[src/ddo_pkg.sv]
// Shared types, constants and helper functions for the differential-drive odometry block.
package ddo_pkg;

  // Fixed datapath widths.
  localparam int unsigned VAL_W = 32;
  localparam int unsigned PROD_W = 68;
  localparam int unsigned DIVR_W = 48;
  localparam int unsigned SUM_W = 40;
  localparam int unsigned CFG_IDX_W = 3;

  // CORDIC and unit-conversion constants.
  localparam int unsigned CORDIC_STEPS = 30;
  localparam logic [31:0] CORDIC_GAIN = 32'd652032874;
  localparam logic [29:0] RAD_TO_BAM = 30'd683565276;
  localparam logic [19:0] US_PER_S = 20'd1000000;
  localparam logic [31:0] MIN_DT_US = 32'd1000;

  // Configuration reset values.
  localparam logic [23:0] RADIUS_RST = 24'd6554;
  localparam logic [23:0] SEPARATION_RST = 24'd32768;
  localparam logic [4:0] WINDOW_RST = 5'd16;

  // Configuration register indexes.
  typedef enum logic [CFG_IDX_W-1:0] {
    REG_MODE,
    REG_RADIUS,
    REG_SEPARATION,
    REG_WINDOW,
    REG_START
  } reg_idx_t;

  // Controller states.
  typedef enum logic [5:0] {
    ST_IDLE, ST_MUL_L, ST_MUL_R, ST_DIFF, ST_LIN, ST_TURN_W, ST_MUL_BAM, ST_BAM,
    ST_COR0_W, ST_COR1_W, ST_MUL_CX, ST_MUL_SY, ST_DY0, ST_MUL_NX, ST_DIVX_GO,
    ST_DIVX_W, ST_MUL_NY, ST_DIVY_GO, ST_DIVY_W, ST_POSE, ST_MUL_VL, ST_DIVVL_GO,
    ST_DIVVL_W, ST_MUL_VA, ST_DIVVA_GO, ST_DIVVA_W, ST_WIN, ST_AVGL_GO, ST_AVGL_W,
    ST_AVGA_GO, ST_AVGA_W, ST_OUT
  } state_t;

  // Datapath commands.
  typedef enum logic [5:0] {
    OP_IDLE, OP_LOAD, OP_MUL_L, OP_MUL_R, OP_DIFF, OP_LIN, OP_TURN, OP_MUL_BAM,
    OP_BAM, OP_COR0, OP_COR1, OP_MUL_CX, OP_MUL_SY, OP_DY_ZERO, OP_MUL_NX,
    OP_DIV_ARC, OP_DX, OP_MUL_NY, OP_DY, OP_POSE, OP_MUL_VL, OP_DIV_VEL, OP_VL,
    OP_MUL_VA, OP_VA, OP_WIN, OP_DIV_AVGL, OP_AVGL, OP_DIV_AVGA, OP_AVGA, OP_OUT
  } op_t;

  // Datapath status seen by the controller.
  typedef struct packed {
    logic div_done;
    logic cor_done;
    logic turn_zero;
    logic upd;
    logic fill_zero;
    logic out_busy;
  } sts_t;

  // Arctangent of 2^-i as a binary angle.
  function automatic logic [31:0] atan_bam(input logic [4:0] i);
    logic [31:0] a;
    case (i)
      5'd0: a = 32'd536870912;
      5'd1: a = 32'd316933406;
      5'd2: a = 32'd167458907;
      5'd3: a = 32'd85004756;
      5'd4: a = 32'd42667331;
      5'd5: a = 32'd21354465;
      5'd6: a = 32'd10679838;
      5'd7: a = 32'd5340245;
      5'd8: a = 32'd2670163;
      5'd9: a = 32'd1335087;
      5'd10: a = 32'd667544;
      5'd11: a = 32'd333772;
      5'd12: a = 32'd166886;
      5'd13: a = 32'd83443;
      5'd14: a = 32'd41722;
      5'd15: a = 32'd20861;
      5'd16: a = 32'd10430;
      5'd17: a = 32'd5215;
      5'd18: a = 32'd2608;
      5'd19: a = 32'd1304;
      5'd20: a = 32'd652;
      5'd21: a = 32'd326;
      5'd22: a = 32'd163;
      5'd23: a = 32'd81;
      5'd24: a = 32'd41;
      5'd25: a = 32'd20;
      5'd26: a = 32'd10;
      5'd27: a = 32'd5;
      5'd28: a = 32'd3;
      5'd29: a = 32'd1;
      default: a = 32'd0;
    endcase
    return a;
  endfunction

  // Saturate a wide signed value to 32 bits.
  function automatic logic signed [31:0] sat32(input logic signed [PROD_W-1:0] v);
    logic signed [31:0] r;
    if (v > 68'sh0_0000_0000_7FFF_FFFF) begin
      r = 32'sh7FFF_FFFF;
    end else if (v < -68'sh0_0000_0000_8000_0000) begin
      r = 32'sh8000_0000;
    end else begin
      r = v[31:0];
    end
    return r;
  endfunction

endpackage

[src/ddo_ctrl.sv]
// Sequencer that steps the odometry datapath through one update per accepted sample.
module ddo_ctrl (
  input  logic             clk,
  input  logic             rst,
  input  logic             in_valid,
  output logic             in_ready,
  input  ddo_pkg::sts_t    sts,
  output ddo_pkg::op_t     op
);

  ddo_pkg::state_t state;
  ddo_pkg::state_t state_next;

  // State register.
  always_ff @(posedge clk) begin
    if (rst) begin
      state <= ddo_pkg::ST_IDLE;
    end else begin
      state <= state_next;
    end
  end

  // Next state and datapath command.
  always_comb begin
    state_next = state;
    op = ddo_pkg::OP_IDLE;
    in_ready = 1'b0;
    case (state)
      ddo_pkg::ST_IDLE: begin
        in_ready = 1'b1;
        if (in_valid) begin
          op = ddo_pkg::OP_LOAD;
          state_next = ddo_pkg::ST_MUL_L;
        end
      end
      ddo_pkg::ST_MUL_L: begin
        op = ddo_pkg::OP_MUL_L;
        state_next = ddo_pkg::ST_MUL_R;
      end
      ddo_pkg::ST_MUL_R: begin
        op = ddo_pkg::OP_MUL_R;
        state_next = ddo_pkg::ST_DIFF;
      end
      ddo_pkg::ST_DIFF: begin
        op = ddo_pkg::OP_DIFF;
        state_next = ddo_pkg::ST_LIN;
      end
      ddo_pkg::ST_LIN: begin
        op = ddo_pkg::OP_LIN;
        state_next = ddo_pkg::ST_TURN_W;
      end
      ddo_pkg::ST_TURN_W: begin
        if (sts.div_done) begin
          op = ddo_pkg::OP_TURN;
          state_next = ddo_pkg::ST_MUL_BAM;
        end
      end
      ddo_pkg::ST_MUL_BAM: begin
        op = ddo_pkg::OP_MUL_BAM;
        state_next = ddo_pkg::ST_BAM;
      end
      ddo_pkg::ST_BAM: begin
        op = ddo_pkg::OP_BAM;
        state_next = ddo_pkg::ST_COR0_W;
      end
      ddo_pkg::ST_COR0_W: begin
        if (sts.cor_done) begin
          op = ddo_pkg::OP_COR0;
          state_next = sts.turn_zero ? ddo_pkg::ST_MUL_CX : ddo_pkg::ST_COR1_W;
        end
      end
      ddo_pkg::ST_COR1_W: begin
        if (sts.cor_done) begin
          op = ddo_pkg::OP_COR1;
          state_next = ddo_pkg::ST_MUL_NX;
        end
      end
      ddo_pkg::ST_MUL_CX: begin
        op = ddo_pkg::OP_MUL_CX;
        state_next = ddo_pkg::ST_MUL_SY;
      end
      ddo_pkg::ST_MUL_SY: begin
        op = ddo_pkg::OP_MUL_SY;
        state_next = ddo_pkg::ST_DY0;
      end
      ddo_pkg::ST_DY0: begin
        op = ddo_pkg::OP_DY_ZERO;
        state_next = ddo_pkg::ST_POSE;
      end
      ddo_pkg::ST_MUL_NX: begin
        op = ddo_pkg::OP_MUL_NX;
        state_next = ddo_pkg::ST_DIVX_GO;
      end
      ddo_pkg::ST_DIVX_GO: begin
        op = ddo_pkg::OP_DIV_ARC;
        state_next = ddo_pkg::ST_DIVX_W;
      end
      ddo_pkg::ST_DIVX_W: begin
        if (sts.div_done) begin
          op = ddo_pkg::OP_DX;
          state_next = ddo_pkg::ST_MUL_NY;
        end
      end
      ddo_pkg::ST_MUL_NY: begin
        op = ddo_pkg::OP_MUL_NY;
        state_next = ddo_pkg::ST_DIVY_GO;
      end
      ddo_pkg::ST_DIVY_GO: begin
        op = ddo_pkg::OP_DIV_ARC;
        state_next = ddo_pkg::ST_DIVY_W;
      end
      ddo_pkg::ST_DIVY_W: begin
        if (sts.div_done) begin
          op = ddo_pkg::OP_DY;
          state_next = ddo_pkg::ST_POSE;
        end
      end
      ddo_pkg::ST_POSE: begin
        op = ddo_pkg::OP_POSE;
        if (sts.upd) begin
          state_next = ddo_pkg::ST_MUL_VL;
        end else if (sts.fill_zero) begin
          state_next = ddo_pkg::ST_OUT;
        end else begin
          state_next = ddo_pkg::ST_AVGL_GO;
        end
      end
      ddo_pkg::ST_MUL_VL: begin
        op = ddo_pkg::OP_MUL_VL;
        state_next = ddo_pkg::ST_DIVVL_GO;
      end
      ddo_pkg::ST_DIVVL_GO: begin
        op = ddo_pkg::OP_DIV_VEL;
        state_next = ddo_pkg::ST_DIVVL_W;
      end
      ddo_pkg::ST_DIVVL_W: begin
        if (sts.div_done) begin
          op = ddo_pkg::OP_VL;
          state_next = ddo_pkg::ST_MUL_VA;
        end
      end
      ddo_pkg::ST_MUL_VA: begin
        op = ddo_pkg::OP_MUL_VA;
        state_next = ddo_pkg::ST_DIVVA_GO;
      end
      ddo_pkg::ST_DIVVA_GO: begin
        op = ddo_pkg::OP_DIV_VEL;
        state_next = ddo_pkg::ST_DIVVA_W;
      end
      ddo_pkg::ST_DIVVA_W: begin
        if (sts.div_done) begin
          op = ddo_pkg::OP_VA;
          state_next = ddo_pkg::ST_WIN;
        end
      end
      ddo_pkg::ST_WIN: begin
        op = ddo_pkg::OP_WIN;
        state_next = ddo_pkg::ST_AVGL_GO;
      end
      ddo_pkg::ST_AVGL_GO: begin
        op = ddo_pkg::OP_DIV_AVGL;
        state_next = ddo_pkg::ST_AVGL_W;
      end
      ddo_pkg::ST_AVGL_W: begin
        if (sts.div_done) begin
          op = ddo_pkg::OP_AVGL;
          state_next = ddo_pkg::ST_AVGA_GO;
        end
      end
      ddo_pkg::ST_AVGA_GO: begin
        op = ddo_pkg::OP_DIV_AVGA;
        state_next = ddo_pkg::ST_AVGA_W;
      end
      ddo_pkg::ST_AVGA_W: begin
        if (sts.div_done) begin
          op = ddo_pkg::OP_AVGA;
          state_next = ddo_pkg::ST_OUT;
        end
      end
      ddo_pkg::ST_OUT: begin
        if (!sts.out_busy) begin
          op = ddo_pkg::OP_OUT;
          state_next = ddo_pkg::ST_IDLE;
        end
      end
      default: begin
        state_next = ddo_pkg::ST_IDLE;
      end
    endcase
  end

endmodule

[config.mk]
export PLATFORM = sky130hd
export DESIGN_NAME = ddo_ctrl
export DESIGN_NICKNAME = d
export VERILOG_FILES = /design/src/ddo_pkg.sv /design/src/ddo_ctrl.sv
export SDC_FILE = /design/constraint.sdc
export NUM_CORES = 1
export LEC_CHECK = 0
export BUFFER_PORTS_ARGS = -buffer_cell sky130_fd_sc_hd__buf_4
export CAP_MARGIN = 30
export CORE_AREA = 2 2 45 47
export DETAILED_ROUTE_END_ITERATION = 16
export DIE_AREA = 0 0 47 49
export MAX_ROUTING_LAYER = met4
export PLACE_DENSITY = 0.75
export SYNTH_ARGS = -nofsm -noshare
export SYNTH_HDL_FRONTEND = slang
export SYNTH_SLANG_ARGS = --single-unit
[constraint.sdc]
create_clock -name clk -period 2.1 [get_ports clk]
set_clock_uncertainty 0.15 [all_clocks]
set_input_delay 0.42 -clock clk [delete_from_list [all_inputs] [get_ports clk]]
set_output_delay 0.42 -clock clk [all_outputs]
set_load 0.01 [all_outputs]
# Yosys cells after proc, flatten, opt, wreduce, memory -nomap -nowiden
# Index checks and enable logic that the tools add are counted.
totals:
  in_bits: 9
  out_inout_bits: 7
  ff_bits: 6
classes:
  n_eq_ne: 42
  muxes: 28
  reduce_logical: 4
ops:
  columns: ["op", "count"]
  rows:
  - ["6-bit case mux with 32 select lines", 1]
  - ["5-bit case mux with 30 select lines", 1]
  - ["6-bit by 5-bit equality test with 1-bit output, second input constant", 16]
  - ["6-bit two-way mux", 11]
  - ["6-bit by 4-bit equality test with 1-bit output, second input constant", 8]
  - ["5-bit two-way mux", 7]
  - ["6-bit by 3-bit equality test with 1-bit output, second input constant", 4]
  - ["2-bit != test, second input constant", 11]
  - ["6-bit by 2-bit equality test with 1-bit output, second input constant", 2]
  - ["4-bit two-way mux", 3]
  - ["11-bit AND reduction", 1]
  - ["6-bit by 1-bit equality test with 1-bit output, second input constant", 1]
  - ["6-bit logical NOT", 1]
  - ["3-bit two-way mux", 2]
  - ["2-bit OR reduction", 2]
  - ["1-bit two-way mux", 2]
  - ["2-bit two-way mux", 1]

# Logic depth before layout (Yosys ltp)
# Gate-level depths: netlist of the first run.
logic_depth:
  ltp_word: 3
  mapped_depth: 8
  mapped_depth_nobuf: 5

# Worst setup path after synthesis of the first run
# No wires, ideal clock.
synth_timing:
  kind: "register to output"
  from: "register state[4]"
  to: "output port op[1]"
  setup_slack_ns: 0.047
  n_path_buf: 3
  t_required_ns: 1.530
  path_stages_with_launch: 9
  arrival_ns: 1.483
  cell_sequence: "dfxtp_1 buf_4 clkbuf_1 clkbuf_1 nor3b_1 a21oi_1 o32ai_1 nand2_1 o2111ai_1"
synth_between:
  elab_chain_len: 3
synth_lines:
  columns: ["item", "line", "source"]
  rows:
  - ["start: declaration", "ddo_ctrl.sv:11", "ddo_pkg::state_t state;"]
  - ["start signal: assignment", "ddo_ctrl.sv:17", "state <= ddo_pkg::ST_IDLE;"]
  - ["start signal: assignment", "ddo_ctrl.sv:19", "state <= state_next;"]
  - ["6-bit by 5-bit equality test with 1-bit output / 6-bit by 4-bit equality test with 1-bit output (equally long branches)", "ddo_ctrl.sv:28", "case (state)"]
  - ["2-bit OR reduction (no line)", null, null]
  - ["5-bit case mux with 30 select lines (*)", "ddo_ctrl.sv:28", null]
  - ["end: declaration", "ddo_ctrl.sv:8", "output ddo_pkg::op_t op"]
# Mark *: on every way between the ends. The rest lies on a longest branch, timed or not.

# Worst setup path in the final report of the first run
layout_timing:
  from: "register state[3]"
  to: "output port op[1]"
# Same word-level chain as after synthesis.

==> run metrics, run 1 <==
Critical Path AT=1.62 ns; RSZ-0062 raised after global routing=yes; final setup vio count=10; Worst EP required=1.53 ns; Antenna Cells=0; status=finished, violations left; worst r2r path cells=7; Total GRT Usage=0.362; worst slew margin relative to its limit=0.520; via count=1383; Initial Utilization=0.514; biggest regs=state: 5 flops; Ports=16; synthesized area=946 sq um; clk slew on worst S/H paths=0.05 ns; max-slew violation count=0; largest net degree at the start of global routing=12; total global routing overflow=0; Max Cap Viol=0; post-synth net total=152; VDD IR-drop max=1.22 mV; Crit. End Element=output pin; max FFs per register=5; CP Launch Type=flop; Port Buf Inserts=14; Hold Buf Count CTS=0; CTS tree=built; HP Class=in2reg; Hold Crit Depth=2; post-layout min period=2.19 ns; Yosys reg bits=5; PwrDens=1070 nW/um^2; nets@finish=186; failing checks=setup timing; # fillers=115; core area=1840 sq um; Tcrit/Tclk final=1.04; fin area=1550 sq um; Clock Root Buffer=clkbuf_4; vias in the first global route=1285; antenna-violating nets left=0; Setup WS post-layout=-0.0883 ns; mean routed wirelength per cell=22.0 um; Area growth syn-to-layout=63.4%; die height=49 um; Async SR Flop Fraction=0; CTS max path bufs=2; first-pass GRT wire length=5.94 mm; vias per cell=6.81; Post-Synthesis Cells=143; Post-synth EDFFs=0; placed cell area=1190 sq um; post-DP HPWL=2.35 mm; Seq/Total Area, Yosys=0.106; CTS sink count=5; most frequent cells in the layout=buf_4 (37), nand2_1 (17), a21oi_1 (8), buf_6 (8), nor2_1 (7); Clock Latency Late Sink=0.25 ns; Iter 0 DRT Violations=82; Post-route DRC=0; routability cong.=0.948; Synth area leader=dfxtp_1; ys flop type=dfxtp_1; Final Core Density=0.839; commonest non-fill, non-tap cell in the layout=buf_4; share of the synthesized area in the top cell type=0.106; drt first pass iters=5; Power Total=1.66 mW; CTS buffer count=3; P_leak=0.592 nW; Syn. warnings=0; antenna violations before repair=0; layout cells sized above 1=0.517; synth unique cells=50; overall routed net length=4.46 mm; critical path class=reg2out; Core Rows=16; worst reg2reg setup slack=-0.04 ns; Post-Syn Area per Cell=6.61 sq um; H-tree depth=1; ranking of synthesized cells by area=dfxtp_1 (11%), nand2_1 (7.5%), a21oi_1 (6.3%); overall die width=47 um; crit path max fanout=8; achievable clock frequency=457 MHz; pre-CTS setup slack=-0.0960 ns; largest register by flop count=state; worst-margin pin slew=0.715 ns; Final Hold Viols=0; full die area=2300 sq um
## cell usage after synthesis, types with 2 or more instances
master / count
a211oi_1: 4
nand3b_1: 5
nor3_1: 4
and2_1: 2
dfxtp_1: 5
a21o_1: 2
buf_2: 4
a31oi_1: 3
or4bb_1: 2
nand3_1: 2
clkbuf_1: 8
buf_1: 4
buf_4: 2
nor2_1: 9
nor2b_1: 5
nor3b_1: 2
o21ai_0: 9
inv_1: 4
a21oi_1: 12
nand2_1: 19
a22o_1: 2
a22oi_1: 2
o32ai_1: 2
nand2b_1: 3
a221o_1: 2
## routing by layer
layer	global-route usage	vias up	wire length (um)
met2	0.527	122	2140
li1	-	605	-
met1	0.458	630	1620
met4	0.185	0	187
met3	0.0741	26	512
met5	-	-	0
## power by group
part | total (mW) | switching (mW) | leakage (nW) | internal [mW]
sequential | 0.185 | 0.0543 | 0.0444 | 0.130
combinational | 1.35 | 0.694 | 0.533 | 0.655
clock | 0.125 | 0.0520 | 0.0150 | 0.0727
total | 1.66 | 0.800 | 0.592 | 0.858
## what timing repair did
item	4_1_cts	5_1_grt
pin swaps	13	12
buffers inserted	7	1
endpoints found under the setup margin	10	8
gates resized for setup	43	24
gates cloned	0	1
## stage by stage
step | hold slack (ns) | instances | setup TNS, ns
after floorplan | 0.339 | 143 | 0
after global placement | 0.485 | 190 | -0.0790
after detailed placement | 0.480 | 190 | -0.203
after CTS | 0.209 | 201 | -0.0955
after global routing | 0.230 | 203 | -0.734
final | 0.228 | 203 | -0.380
## worst max-delay path, stage by stage, from the launching register on
cell       delay [ns]
dfxtp_4          0.41
nor2b_1          0.26
nand3b_1         0.14
a21oi_2          0.19
o21ai_2          0.09
o2111ai_2        0.10
buf_4            0.16
## worst paths after layout
path,start,end
setup / recovery,state[3],op[1]
hold / removal,rst,state[4]
setup reg to reg,state[1],state[4]
hold reg to reg,state[0],state[4]
## final cells by class
cell class	count	area, sq um	share of cell area
Multi-Input combinational cell	115	937	0.606
Timing Repair Buffer	47	403	0.261
Sequential cell	5	119	0.0769
Tap cell	27	33.8	0.0219
Clock buffer	4	26.3	0.0170
Inverter	5	26.3	0.0170
## cells by family (layout without fill, tap and decap cells)
family	after synthesis	in the layout	share of synthesized area
AO/OA/AOI/OAI	53	54	0.422
other	1	1	0.00396
AND/OR/NAND/NOR	60	60	0.352
buffers and inverters	24	56	0.116
flip-flops	5	5	0.106
Power figures use the tool's default switching activity.
==> run 2: changes to the inputs <==
--- a/config.mk
+++ b/config.mk
@@ -7,11 +7,12 @@
 export LEC_CHECK = 0
 export BUFFER_PORTS_ARGS = -buffer_cell sky130_fd_sc_hd__buf_4
 export CAP_MARGIN = 30
-export CORE_AREA = 2 2 45 47
+export CORE_AREA = 2 2 44 46
+export CTS_BUF_LIST = sky130_fd_sc_hd__clkbuf_8
 export DETAILED_ROUTE_END_ITERATION = 16
-export DIE_AREA = 0 0 47 49
+export DIE_AREA = 0 0 46 48
 export MAX_ROUTING_LAYER = met4
-export PLACE_DENSITY = 0.75
+export PLACE_DENSITY = 0.78
 export SYNTH_ARGS = -nofsm -noshare
 export SYNTH_HDL_FRONTEND = slang
 export SYNTH_SLANG_ARGS = --single-unit
==> run metrics, run 2 (synthesis gave the netlist of run 1 again) <==
status=finished, violations left; failing checks=setup timing; VDD IR-drop max=0.716 mV (-41%); vias per cell=7.32 (+7.4%); cell breakdown of the critical path=buf_6 -> and2_4 -> nor2_1 -> o32ai_1 -> a221o_1 -> buf_6; PwrDens=1120 nW/um^2 (+4.5%); CTS tree=built; antenna violations before repair=0 (unchanged); area of the multi-input gates=872 sq um (-6.9%); post-DP HPWL=2.03 mm (-14%); CP max-delay cell=dfxtp_4; worst reg2reg setup slack=0 ns (+0.04 ns); Post-route DRC=0 (unchanged); Final Hold Viols=0 (unchanged); HP Class=in2reg; Reg area=116 sq um (-2.1%); fin area=1490 sq um (-3.4%); Ports=16 (unchanged); overall die width=46 um (-2.1%); Hold Crit Depth=2 (unchanged); Core Rows=15 (-1); max-slew violation count=0 (unchanged); Hold Path Sink=state[4]; Hold Buf Count CTS=0 (unchanged); CTS sink count=5 (unchanged); Antenna Cells=0 (unchanged); antenna-violating nets left=0 (unchanged); Port Buf Inserts=14 (unchanged); reg2reg end=state[1]; CTS max path bufs=2 (unchanged); critical path class=reg2out; biggest regs=state: 5 flops; Tcrit/Tclk final=1.02 (-0.0177); Total GRT Usage=0.340 (-0.0216); post-layout min period=2.15 ns (-0.0373 ns); nets@finish=185 (-0.54%); Crit. End Element=output pin; most used cell, CP=buf_6; achievable clock frequency=465 MHz (+1.7%); overall routed net length=4.03 mm (-9.7%); crit path max fanout=8 (unchanged); reg2reg start=state[1]; Iter 0 DRT Violations=102 (+24%); die height=48 um (-2.0%); Clock Root Buffer=clkbuf_8; via count=1405 (+1.6%); Setup WS post-layout=-0.0510 ns (+0.0373 ns); # fillers=88 (-23%); Max Cap Viol=0 (unchanged); max FFs per register=5 (unchanged); first-pass GRT wire length=5.39 mm (-9.3%); slowest stage delay, CP=0.37 ns (-0.04 ns); CTS buffer count=3 (unchanged); Power Total=1.67 mW (+0.92%); P_leak=0.595 nW (+0.52%); final setup vio count=6 (-4); CP Launch Type=flop; largest register by flop count=state; clk slew on worst S/H paths=0.05 ns (about the same); Critical Path AT=1.58 ns (-0.04 ns); placed cell area=1180 sq um (-1.3%); CP startpoint=state[1]; Area growth syn-to-layout=57.8%; drt first pass iters=4 (-1); full die area=2210 sq um (-4.1%); mean routed wirelength per cell=21.0 um (-4.5%); core area=1690 sq um (-8.3%); Clock Latency Late Sink=0.23 ns (-0.02 ns); layout cells sized above 1=0.497 (-0.0199); worst r2r path cells=7 (unchanged); total global routing overflow=0 (unchanged); H-tree depth=1 (unchanged); routability cong.=0.943 (-0.59%); Worst EP required=1.53 ns (about the same); Initial Utilization=0.560 (+0.0464); Hold Crit Start=rst; vias in the first global route=1213 (-5.6%); RSZ-0062 raised after global routing=yes; most frequent cells in the layout=buf_4 (38), nand2_1 (18), a21oi_1 (9); largest net degree at the start of global routing=18 (+6); commonest non-fill, non-tap cell in the layout=buf_4
run 2: cell types whose count changed in the layout (fill, tap and decap cells not counted), sizes merged:
cell / before / now
a211oi: 6 / 5
clkbuf: 4 / 3
inv: 5 / 6
run 2: critical path, delay by kind of cell, from the launching register on:
kind,cells,cell delay (ns)
buffers and inverters,2,0.26
flip-flops,1,0.37
AND/OR/NAND/NOR,2,0.31
AO/OA/AOI/OAI,2,0.42
run 2: stage by stage:
| stage | hold slack [ns] | std cells | util | setup slack [ns] | setup TNS [ns] |
|---|---|---|---|---|---|
| after floorplan | 0.339 | 143 | - | 0.0473 | 0 |
| after detailed placement | 0.487 | 178 | 0.698 | -0.0746 | -0.111 |
| after global routing | 0.250 | 192 | 0.884 | -0.113 | -0.462 |
| final | 0.257 | 192 | 0.884 | -0.0510 | -0.221 |
| after global placement | 0.489 | 178 | 0.698 | -0.0391 | -0.0391 |
| after CTS | 0.250 | 188 | 0.784 | -0.00669 | -0.00669 |
run 2: timing repair:
| item | 4_1_cts | 5_1_grt |
|---|---|---|
| setup endpoints to repair | 7 | 10 |
| gates resized for setup | 19 | 34 |
| pin swaps | 1 | 12 |
| buffers inserted | 6 | 4 |
run 2: final cells by class:
| class | instances | area share |
|---|---|---|
| well taps | 17 | 0.0142 |
| clock inverters | 1 | 0.00251 |
| inverters | 5 | 0.0142 |
| flip-flops and latches | 5 | 0.0780 |
| clock buffers | 3 | 0.0277 |
| repair buffers | 47 | 0.279 |
| multi-input cells | 114 | 0.584 |
run 2: worst max path at each step:
stage,endpoint,cells past startpoint
2_1_floorplan,op[1],8
3_3_place_gp,state[4],5
3_5_place_dp,state[4],5
4_1_cts,op[4],6
5_1_grt,op[2],6
6_report,op[4],6
run 2: metal layers:
metal  GRT usage  wire length [um]  vias to the layer above
met4       0.143               192                        0
met3      0.0755               371                       25
met1       0.411              1510                      653
met2       0.542              1950                      133
li1            -                 -                      594
met5           -                 0                        -
run 2: report_power, final:
| group | switching (mW) | internal [mW] |
|---|---|---|
| logic | 0.643 | 0.658 |
| registers | 0.0578 | 0.132 |
| clock network | 0.0567 | 0.126 |
| total | 0.757 | 0.916 |
